## config.mk

```make
export PLATFORM = sky130hd
export DESIGN_NAME = gf2_matrix_inverse_top
export DESIGN_NICKNAME = d
export VERILOG_FILES = /design/src/gf2inv_pkg.sv /design/src/gf2inv_dp.sv /design/src/gf2inv_ctrl.sv /design/src/gf2_matrix_inverse_top.sv
export SDC_FILE = /design/constraint.sdc
export NUM_CORES = 1
export LEC_CHECK = 0
export BUFFER_PORTS_ARGS = -buffer_cell sky130_fd_sc_hd__buf_4
export CAP_MARGIN = 5
export CORE_MARGIN = 1.5
export CORE_UTILIZATION = 30
export CTS_CLUSTER_DIAMETER = 200
export DETAILED_ROUTE_END_ITERATION = 8
export PLACE_DENSITY = 0.48
export SYNTH_ARGS = -nofsm -noshare
export SYNTH_HDL_FRONTEND = slang
export SYNTH_HIERARCHICAL = 1
export SYNTH_SLANG_ARGS = --single-unit
```

## constraint.sdc

```tcl
create_clock -name clk -period 6.95 [get_ports clk]
set_input_delay 0.695 -clock clk [delete_from_list [all_inputs] [get_ports clk]]
set_output_delay 0.695 -clock clk [all_outputs]
set_load 0.01 [all_outputs]
```

## src/gf2inv_pkg.sv

```systemverilog
// Shared constants, command/status structs and helpers for the GF(2) matrix inverter.
package gf2inv_pkg;

  localparam int MAX_SIZE = 16;
  localparam int ROW_W    = 16;
  localparam int IDX_W    = $clog2(MAX_SIZE);
  localparam int CNT_W    = $clog2(MAX_SIZE + 1);
  localparam int CFG_W    = 5;

  // Controller to datapath
  typedef struct packed {
    logic [IDX_W-1:0] idx;        // row address for every access this cycle
    logic [IDX_W-1:0] col;        // pivot column
    logic [CNT_W-1:0] size;       // effective matrix size
    logic             load_row;
    logic             piv_load;
    logic             below_step;
    logic             piv_write;
    logic             above_step;
    logic             emit_row;
    logic             emit_sing;
    logic             emit_last;
  } cmd_t;

  // Datapath to controller
  typedef struct packed {
    logic piv_bit;   // pivot register has the pivot column set
    logic out_busy;  // output register holds a beat that is stalled
  } status_t;

  function automatic logic [CNT_W-1:0] eff_size(input logic [CFG_W-1:0] s);
    logic [CNT_W-1:0] r;
    r = CNT_W'(s);
    if (s == '0) begin
      r = CNT_W'(1);
    end else if (CFG_W'(s) > CFG_W'(MAX_SIZE)) begin
      r = CNT_W'(MAX_SIZE);
    end
    return r;
  endfunction

  function automatic logic [ROW_W-1:0] col_mask(input logic [CNT_W-1:0] n);
    logic [ROW_W:0] m;
    m = (ROW_W + 1)'(1) << n;
    return ROW_W'(m - (ROW_W + 1)'(1));
  endfunction

endpackage

```

## src/gf2inv_dp.sv

```systemverilog
// Datapath: row stores, pivot register, row update logic and output register.
module gf2inv_dp (
  input  logic                           clk,
  input  logic                           rst,
  input  gf2inv_pkg::cmd_t               cmd,
  output gf2inv_pkg::status_t            sts,
  input  logic [gf2inv_pkg::ROW_W-1:0]   row_bits,
  output logic                           out_valid,
  input  logic                           out_stall,
  output logic [gf2inv_pkg::ROW_W-1:0]   inverse_row,
  output logic                           singular,
  output logic                           last_row
);

  logic [gf2inv_pkg::ROW_W-1:0] work_rows [gf2inv_pkg::MAX_SIZE];
  logic [gf2inv_pkg::ROW_W-1:0] inv_rows  [gf2inv_pkg::MAX_SIZE];
  logic [gf2inv_pkg::ROW_W-1:0] piv_w;
  logic [gf2inv_pkg::ROW_W-1:0] piv_v;
  logic [gf2inv_pkg::ROW_W-1:0] rd_w;
  logic [gf2inv_pkg::ROW_W-1:0] rd_v;
  logic                         rd_bit;
  logic                         piv_bit;

  assign rd_w    = work_rows[cmd.idx];
  assign rd_v    = inv_rows[cmd.idx];
  assign rd_bit  = rd_w[cmd.col];
  assign piv_bit = piv_w[cmd.col];

  assign sts.piv_bit  = piv_bit;
  assign sts.out_busy = out_valid && out_stall;

  always_ff @(posedge clk) begin
    if (cmd.load_row) begin
      work_rows[cmd.idx] <= row_bits & gf2inv_pkg::col_mask(cmd.size);
      inv_rows[cmd.idx]  <= gf2inv_pkg::ROW_W'(1) << cmd.idx;
    end else if (cmd.piv_load) begin
      piv_w <= rd_w;
      piv_v <= rd_v;
    end else if (cmd.below_step) begin
      if (!piv_bit && rd_bit) begin
        // swap the lower row with the pivot row
        work_rows[cmd.idx] <= piv_w;
        inv_rows[cmd.idx]  <= piv_v;
        piv_w              <= rd_w;
        piv_v              <= rd_v;
      end else if (rd_bit) begin
        work_rows[cmd.idx] <= rd_w ^ piv_w;
        inv_rows[cmd.idx]  <= rd_v ^ piv_v;
      end
    end else if (cmd.piv_write) begin
      work_rows[cmd.idx] <= piv_w;
      inv_rows[cmd.idx]  <= piv_v;
    end else if (cmd.above_step) begin
      if (rd_bit) begin
        work_rows[cmd.idx] <= rd_w ^ piv_w;
        inv_rows[cmd.idx]  <= rd_v ^ piv_v;
      end
    end
  end

  always_ff @(posedge clk) begin
    if (rst) begin
      out_valid <= 1'b0;
    end else if (cmd.emit_row || cmd.emit_sing) begin
      out_valid <= 1'b1;
    end else if (!out_stall) begin
      out_valid <= 1'b0;
    end
  end

  always_ff @(posedge clk) begin
    if (cmd.emit_row) begin
      inverse_row <= rd_v;
      singular    <= 1'b0;
      last_row    <= cmd.emit_last;
    end else if (cmd.emit_sing) begin
      inverse_row <= '0;
      singular    <= 1'b1;
      last_row    <= 1'b1;
    end
  end

endmodule

```

## src/gf2inv_ctrl.sv

```systemverilog
// Controller: size register, load counter and elimination/emit sequencer.
module gf2inv_ctrl (
  input  logic                           clk,
  input  logic                           rst,
  input  logic                           in_valid,
  output logic                           in_stall,
  input  logic                           cfg_valid,
  output logic                           cfg_ready,
  input  logic [gf2inv_pkg::CFG_W-1:0]   cfg_data,
  input  gf2inv_pkg::status_t            sts,
  output gf2inv_pkg::cmd_t               cmd
);

  typedef enum logic [6:0] {
    S_LOAD  = 7'b0000001,
    S_PIV   = 7'b0000010,
    S_BELOW = 7'b0000100,
    S_CHECK = 7'b0001000,
    S_ABOVE = 7'b0010000,
    S_EMIT  = 7'b0100000,
    S_SING  = 7'b1000000
  } state_t;

  state_t                         state, state_next;
  logic [gf2inv_pkg::CFG_W-1:0]   size_reg;
  logic [gf2inv_pkg::CNT_W-1:0]   rows_loaded, rows_loaded_next;
  logic [gf2inv_pkg::IDX_W-1:0]   piv, piv_next;
  logic [gf2inv_pkg::IDX_W-1:0]   row, row_next;
  logic [gf2inv_pkg::CNT_W-1:0]   n;
  logic [gf2inv_pkg::CNT_W-1:0]   piv_p1;
  logic [gf2inv_pkg::CNT_W-1:0]   row_p1;
  logic [gf2inv_pkg::CNT_W-1:0]   load_idx;
  logic                           in_beat;
  logic                           cfg_beat;

  assign n        = gf2inv_pkg::eff_size(size_reg);
  assign piv_p1   = gf2inv_pkg::CNT_W'(piv) + gf2inv_pkg::CNT_W'(1);
  assign row_p1   = gf2inv_pkg::CNT_W'(row) + gf2inv_pkg::CNT_W'(1);
  assign load_idx = (rows_loaded >= n) ? '0 : rows_loaded;

  // a pending size write holds off row beats so no row is taken and then dropped
  assign in_stall  = (state != S_LOAD) || cfg_valid;
  assign cfg_ready = (state == S_LOAD);
  assign in_beat   = in_valid && !in_stall;
  assign cfg_beat  = cfg_valid && cfg_ready;

  always_comb begin
    state_next       = state;
    rows_loaded_next = rows_loaded;
    piv_next         = piv;
    row_next         = row;
    cmd              = '0;
    cmd.col          = piv;
    cmd.size         = n;
    cmd.idx          = row;
    case (state)
      S_LOAD: begin
        cmd.idx      = load_idx[gf2inv_pkg::IDX_W-1:0];
        cmd.load_row = in_beat;
        if (cfg_beat) begin
          rows_loaded_next = '0;
        end else if (in_beat) begin
          if (load_idx + gf2inv_pkg::CNT_W'(1) == n) begin
            rows_loaded_next = '0;
            piv_next         = '0;
            state_next       = S_PIV;
          end else begin
            rows_loaded_next = load_idx + gf2inv_pkg::CNT_W'(1);
          end
        end
      end
      S_PIV: begin
        cmd.idx      = piv;
        cmd.piv_load = 1'b1;
        row_next     = piv_p1[gf2inv_pkg::IDX_W-1:0];
        state_next   = (piv_p1 == n) ? S_CHECK : S_BELOW;
      end
      S_BELOW: begin
        cmd.below_step = 1'b1;
        row_next       = row_p1[gf2inv_pkg::IDX_W-1:0];
        if (row_p1 == n) begin
          state_next = S_CHECK;
        end
      end
      S_CHECK: begin
        cmd.idx       = piv;
        cmd.piv_write = 1'b1;
        row_next      = '0;
        if (!sts.piv_bit) begin
          state_next = S_SING;
        end else if (piv != '0) begin
          state_next = S_ABOVE;
        end else if (piv_p1 == n) begin
          state_next = S_EMIT;
        end else begin
          piv_next   = piv_p1[gf2inv_pkg::IDX_W-1:0];
          state_next = S_PIV;
        end
      end
      S_ABOVE: begin
        cmd.above_step = 1'b1;
        row_next       = row_p1[gf2inv_pkg::IDX_W-1:0];
        if (row_p1[gf2inv_pkg::IDX_W-1:0] == piv) begin
          row_next = '0;
          if (piv_p1 == n) begin
            state_next = S_EMIT;
          end else begin
            piv_next   = piv_p1[gf2inv_pkg::IDX_W-1:0];
            state_next = S_PIV;
          end
        end
      end
      S_EMIT: begin
        if (!sts.out_busy) begin
          cmd.emit_row  = 1'b1;
          cmd.emit_last = (row_p1 == n);
          row_next      = row_p1[gf2inv_pkg::IDX_W-1:0];
          if (row_p1 == n) begin
            state_next = S_LOAD;
          end
        end
      end
      S_SING: begin
        if (!sts.out_busy) begin
          cmd.emit_sing = 1'b1;
          state_next    = S_LOAD;
        end
      end
      default: begin
        state_next = S_LOAD;
      end
    endcase
  end

  always_ff @(posedge clk) begin
    if (rst) begin
      state       <= S_LOAD;
      size_reg    <= gf2inv_pkg::CFG_W'(gf2inv_pkg::MAX_SIZE);
      rows_loaded <= '0;
      piv         <= '0;
      row         <= '0;
    end else begin
      state       <= state_next;
      rows_loaded <= rows_loaded_next;
      piv         <= piv_next;
      row         <= row_next;
      if (cfg_beat) begin
        size_reg <= cfg_data;
      end
    end
  end

endmodule

```

## src/gf2_matrix_inverse_top.sv

```systemverilog
// Top level: GF(2) Gauss-Jordan matrix inverter, controller plus datapath.
// Load: n row beats (n = effective size, 1..16), one per cycle while no size write waits.
// Elimination, per pivot column: pivot read, rows below, write-back, rows above;
// one row update per cycle on the row store port. Then n result beats (one if singular).
// Sync reset clears the sequencer, load count and output valid and sets size to 16.
module gf2_matrix_inverse_top (
  input  logic                           clk,
  input  logic                           rst,
  input  logic                           in_valid,
  output logic                           in_stall,
  input  logic [gf2inv_pkg::ROW_W-1:0]   row_bits,
  output logic                           out_valid,
  input  logic                           out_stall,
  output logic [gf2inv_pkg::ROW_W-1:0]   inverse_row,
  output logic                           singular,
  output logic                           last_row,
  input  logic                           cfg_valid,
  output logic                           cfg_ready,
  input  logic [gf2inv_pkg::CFG_W-1:0]   cfg_data
);

  gf2inv_pkg::cmd_t    cmd;
  gf2inv_pkg::status_t sts;

  gf2inv_ctrl u_ctrl (
    .clk       (clk),
    .rst       (rst),
    .in_valid  (in_valid),
    .in_stall  (in_stall),
    .cfg_valid (cfg_valid),
    .cfg_ready (cfg_ready),
    .cfg_data  (cfg_data),
    .sts       (sts),
    .cmd       (cmd)
  );

  gf2inv_dp u_dp (
    .clk         (clk),
    .rst         (rst),
    .cmd         (cmd),
    .sts         (sts),
    .row_bits    (row_bits),
    .out_valid   (out_valid),
    .out_stall   (out_stall),
    .inverse_row (inverse_row),
    .singular    (singular),
    .last_row    (last_row)
  );

endmodule

```

# Word-level counts from Yosys, hierarchy flattened
# Memories as Yosys holds them, arrays and structs flattened.
# Cells that the tools add are included.
op_classes:
  addsub: 4
  n_mul: 0
  n_div: 0
  n_lt_le_gt_ge: 3
  n_eq_ne: 23
  shift: 2
  n_mux: 89
  bitwise_logic: 12
  reduce_logical: 22
op_table:
  columns: ["cell", "count"]
  rows:
  - ["two-way mux 16 bit", 16]
  - ["two-way mux 7 bit", 10]
  - ["one-hot mux 7 bit (7 select lines)", 1]
  - ["two-way mux 1 bit", 40]
  - ["two-way mux 4 bit", 10]
  - ["bitwise XOR 16 bit", 2]
  - ["two-way mux 5 bit", 6]
  - ["one-hot mux 4 bit (5 select lines)", 1]
  - ["bitwise AND 16 bit", 1]
  - ["<< shifter 1 x 4 -> 16 bit, first input constant", 1]
  - ["<< shifter 1 x 5 -> 16 bit, first input constant", 1]
  - ["subtractor 16 x 1 -> 16 bit, second input constant", 1]
  - ["equality test 5 bit", 3]
  - ["!= test 2 bit, second input constant", 6]
  - ["one-hot mux 4 bit (3 select lines)", 1]
  - ["adder 4 x 1 -> 5 bit, second input constant", 2]
  - ["!= test 2 x 1 -> 1 bit, second input constant", 5]
  - ["binary-select mux 1 bit (select 4 bit)", 2]
  - ["bitwise OR 1 bit", 8]
  - ["one-hot mux 4 bit (2 select lines)", 1]
  - ["AND reduction 8 bit", 1]
  - ["nonzero test 2 bit", 4]
  - ["equality test 7 x 1 -> 1 bit, second input constant", 1]
  - ["equality test 7 x 2 -> 1 bit, second input constant", 1]
  - ["24 further kinds", 30]
totals:
  regBits: 76
  latch_bits: 0
  mem_bits_rw: 512
  rom_bits: 0
  input_bits: 26
  out_inout_bits: 21
  elab_cells: 168
  n_memories: 2
mem_list:
  columns: ["name", "depth", "word_bits", "read_ports", "rd_ports_with_merged_regs", "write_ports", "line_no", "text"]
  rows:
  - ["u_dp.inv_rows", 16, 16, 1, 0, 1, "gf2inv_dp.sv:16", "logic [gf2inv_pkg::ROW_W-1:0] inv_rows [gf2inv_pkg::MAX_SIZE];"]
  - ["u_dp.work_rows", 16, 16, 1, 0, 1, "gf2inv_dp.sv:15", "logic [gf2inv_pkg::ROW_W-1:0] work_rows [gf2inv_pkg::MAX_SIZE];"]

# Longest topological paths before layout
# An unclocked memory read counts as a cell.
logic_depth:
  depth_word: 19
  depth_mapped: 24

# Hierarchy
# Netlist, hierarchy kept.
by_module_without_submodules:
  columns: ["module", "instances", "cells_per_inst", "area_per_inst_um2", "seq_area_each_um2"]
  rows:
  - ["gf2inv_dp", 1, 1273, 23399.9, 16886.2]
  - ["gf2inv_ctrl", 1, 294, 2214.6, 500.5]

# Least setup slack after synthesis
# OpenSTA, ideal clock, no wires.
synth_timing:
  path_kind: "reg-to-reg"
  from: "reg u_ctrl/size_reg[1] (netlist bit)"
  to: "mem u_dp/inv_rows[1][0] (netlist bit), enable pin"
  setup_time_ps: 501
  t_arrival_ps: 7165
  t_required_ps: 6449
  slack_ps: -716
  path_stages_with_launch: 21
  path_cell_list: "dfxtp_1 buf_4 nor3_1 o21a_4 ha_1 nor2b_4 o21ai_0 a31oi_4 a32oi_1 nand2_1 buf_4 buf_12 buf_12 mux2i_1 a221o_1 mux4_2 a221o_1 o22ai_1 a211oi_2 clkbuf_1 nor4_1"
synth_lines:
  columns: ["item", "line_no", "text"]
  rows:
  - ["from (decl)", "gf2inv_ctrl.sv:25", "logic [gf2inv_pkg::CFG_W-1:0] size_reg;"]
  - ["from (signal assigned)", "gf2inv_ctrl.sv:138", "size_reg <= gf2inv_pkg::CFG_W'(gf2inv_pkg::MAX_SIZE);"]
  - ["from (signal assigned)", "gf2inv_ctrl.sv:148", "size_reg <= cfg_data;"]
  - ["to (decl)", "gf2inv_dp.sv:16", null]

==> flow_metrics.env <==
export IMPL_vias=14810
export IMPL_drv_slew=0
export IMPL_hp_class="input port to register"
export IMPL_tritoncts="built"
export IMPL_synth_area_leaders="edfxtp_1 66%, mux4_2 12%, dfxtp_1 2.1%"
export IMPL_async_flop_share_pct=0
export IMPL_swShare_pct=22.4
export IMPL_rsz0062_at_grt="false"
export IMPL_top_regs="u_dp/inv_rows (256), u_dp/work_rows (256)"
export IMPL_synth_edf_count=561
export IMPL_syn_avg_cell_area_um2=16.3
export IMPL_cts_buffer_depth=3
export IMPL_yosys_area_top_type="edfxtp_1"
export IMPL_p_seq_share_pct=50.8
export IMPL_tns_ns=0
export IMPL_start_util_pct=30.5
export IMPL_clock_root_buffer="clkbuf_16"
export IMPL_synth_cell_types=88
export IMPL_path_class="register to register"
export IMPL_syn_nets=1603
export IMPL_met3_usage_pct=3.29
export IMPL_power_switching_w=0.00173
export IMPL_required_ns=7.40
export IMPL_holdPathStages=3
export IMPL_clk_latency_ns=0.62
export IMPL_die_w_um=295
export IMPL_max_clock_freq_ghz=0.155
export IMPL_num_fill_cells=8024
export IMPL_core_area_um2=84100
export IMPL_wl_um=69100
export IMPL_final_common_cell="edfxtp_1"
export IMPL_synth_top_area_share_pct=65.8
export IMPL_internal_power_w=0.00600
export IMPL_p_comb_share_pct=6.5
export IMPL_crit_path_max_fanout=19
export IMPL_slew_headroom_pct=16.1
export IMPL_dpl_cell_area_um2=27800
export IMPL_crit_path_start_kind="register"
export IMPL_ys_ff_latch=588
export IMPL_fin_nets=1710
export IMPL_drc=0
export IMPL_grt_usage_pct=15.9
export IMPL_grt_pass1_vias=15074
export IMPL_drt_iter0_drc=1358
export IMPL_grt_busiest_layer="met2"
export IMPL_irDropWorstVdd_uv=154
export IMPL_period_needed_ns=6.46
export IMPL_place_inst=2740
export IMPL_power_density_nw_per_um2=259
export IMPL_dp_hpwl_um=43000
export IMPL_final_layout_size_suffix_gt1_share_pct=26.5
export IMPL_portBuffers=46
export IMPL_hold_viol=0
export IMPL_grt_max_degree=55
export IMPL_mostFrequentLayoutCells="561 x edfxtp_1, 134 x mux4_2, 125 x buf_4, 98 x nand2_1, 71 x nor2_1"
export IMPL_holdBufCountCts=0
export IMPL_post_route_cell_area_um2=29800
export IMPL_reg2reg_depth=18
export IMPL_r2r_end="u_dp/inv_rows[2][0]$_DFFE_PP_"
export IMPL_leakage_nw=9.57
export IMPL_grt_first_pass_wirelength_um=102000
export IMPL_p_clk_share_pct=42.7
export IMPL_place_gp_congestion=0.855
export IMPL_grt_overflow_total=0
export IMPL_min_to="u_ctrl/size_reg[4]$_SDFFE_PP1P_"
export IMPL_syn2layout_area_growth_pct=16.3
export IMPL_clkTransAtPathRegs_ns=0.06
export IMPL_ys_warn_count=6
export IMPL_worst_pin_slew_ns=1.25
export IMPL_endpoint_kind="register"
export IMPL_cts_max_level=3
export IMPL_syn_cell_area_um2=25600
export IMPL_n_antenna_cell=0
export IMPL_use_met2_pct=25.1
export IMPL_cap_violations=0
export IMPL_cts_setup_buffers=0
export IMPL_ys_flop_type="edfxtp_1"
export IMPL_setup_violations=0
export IMPL_cts_buffers_inserted=66
export IMPL_num_rows=106
export IMPL_fin_crit_sh_pct=92.9
export IMPL_ant_nets=0
export IMPL_hold_start="cfg_data[4]"
export IMPL_grt_use_met1_pct=22.1
export IMPL_final_cells=2855
export IMPL_drt_first_pass_iters=6
export IMPL_clock_skew_ns=0.0316
export IMPL_clock_sinks=588
export IMPL_synth_seq_area_share_pct=67.9
export IMPL_cp_data_arrival_time_ns=6.91
export IMPL_r2r_start="u_ctrl/size_reg[1]$_SDFFE_PP0P_"
export IMPL_outcome="finished clean"
export IMPL_vias_per_cell=5.19
export IMPL_antenna_found_initial=0
export IMPL_ios=47
export IMPL_dieArea_um2=87100
export IMPL_die_h_um=295
export IMPL_cts_resized_gates=0
export IMPL_wl_per_cell_um=24.2
export IMPL_synthCells=1567
export IMPL_reg2reg_slack_ns=0.49
-- cell type report --
class                      instances  area, um2  share of cell area (%)
inverter                          33        124                   0.416
clock inverter                    29        213                   0.714
tap                             1134       1420                    4.76
timing repair buffer             132       1080                    3.62
multi-input combinational        853       7770                    26.1
sequential                       588      17400                    58.3
clock buffer                      86       1810                    6.08
-- cells in the mapped netlist, types with 29 or more instances --
| master | count |
|---|---|
| a21oi_1 | 69 |
| clkbuf_1 | 47 |
| edfxtp_1 | 561 |
| inv_1 | 30 |
| mux2i_1 | 29 |
| mux4_2 | 134 |
| nand2_1 | 101 |
| nand3_1 | 33 |
| nor2_1 | 72 |
| nor3_1 | 29 |
| o21ai_0 | 42 |
-- through the flow --
step                      worst slack [ns]  hold slack [ns]  total power (W)  util [%]
after global placement               0.752            0.457          0.00450      33.0
after CTS                            0.619            0.316          0.00782      35.4
after floorplan                     -0.513            0.450          0.00434         -
after detailed placement             0.664            0.478          0.00451      33.0
after global routing                 0.238            0.337          0.00799      35.4
final                                0.491            0.341          0.00773      35.4
-- metal layers --
metal	wire (um)	vias to the layer above
met4	1780	0
li1	-	6465
met3	3760	108
met1	31200	7820
met2	32300	417
met5	0	-
-- worst max path at each step --
| stage | start | end | depth (start not counted) | slack [ns] |
|---|---|---|---|---|
| final | u_ctrl/size_reg[1]$_SDFFE_PP0P_ | u_dp/inv_rows[2][0]$_DFFE_PP_ | 18 | 0.49 |
| after global routing | u_ctrl/size_reg[1]$_SDFFE_PP0P_ | u_dp/inv_rows[2][0]$_DFFE_PP_ | 18 | 0.24 |
| after CTS | u_ctrl/size_reg[1]$_SDFFE_PP0P_ | u_dp/inv_rows[5][0]$_DFFE_PP_ | 18 | 0.62 |
| after detailed placement | u_ctrl/size_reg[1]$_SDFFE_PP0P_ | u_dp/inv_rows[5][0]$_DFFE_PP_ | 18 | 0.66 |
| after global placement | u_ctrl/size_reg[1]$_SDFFE_PP0P_ | u_dp/inv_rows[2][0]$_DFFE_PP_ | 18 | 0.75 |
| after floorplan | u_ctrl/size_reg[1]$_SDFFE_PP0P_ | u_dp/inv_rows[12][0]$_DFFE_PP_ | 19 | -0.51 |
-- critical path, stage by stage, from the launching register on --
cell,delay [ns]
dfxtp_1,0.46
nor3_1,0.11
o21a_4,0.28
ha_1,0.35
nor2b_4,0.05
o21ai_0,0.35
a31oi_4,0.21
a32oi_1,0.33
nand2_4,0.28
buf_4,0.33
mux2_2,0.26
o211ai_1,0.12
mux4_2,0.57
a221o_1,0.39
nor3_2,0.48
nor3_2,0.20
buf_12,0.21
a211oi_1,0.99
buf_4,0.30
-- power groups by stage --
| stage | Sequential (W) | Clock [W] | Combinational [W] |
|---|---|---|---|
| floorplan | 0.00400 | 0 | 0.000338 |
| global placement | 0.00400 | 0 | 0.000497 |
| detailed placement | 0.00400 | 0 | 0.000503 |
| CTS | 0.00393 | 0.00338 | 0.000505 |
| global route | 0.00393 | 0.00351 | 0.000544 |
| finish | 0.00393 | 0.00330 | 0.000501 |
-- cell families (layout without fill, tap and decap cells) --
family / Yosys count / count (layout) / share of synthesized area, %
buf+inv: 126 / 280 / 2.33
flops: 588 / 588 / 67.9
mux: 188 / 188 / 14.0
xor+xnor: 25 / 25 / 0.884
simple gates: 382 / 382 / 7.68
compound gates: 248 / 248 / 6.73
fa+ha+maj: 10 / 10 / 0.488
(Power assumes the default switching activity.)
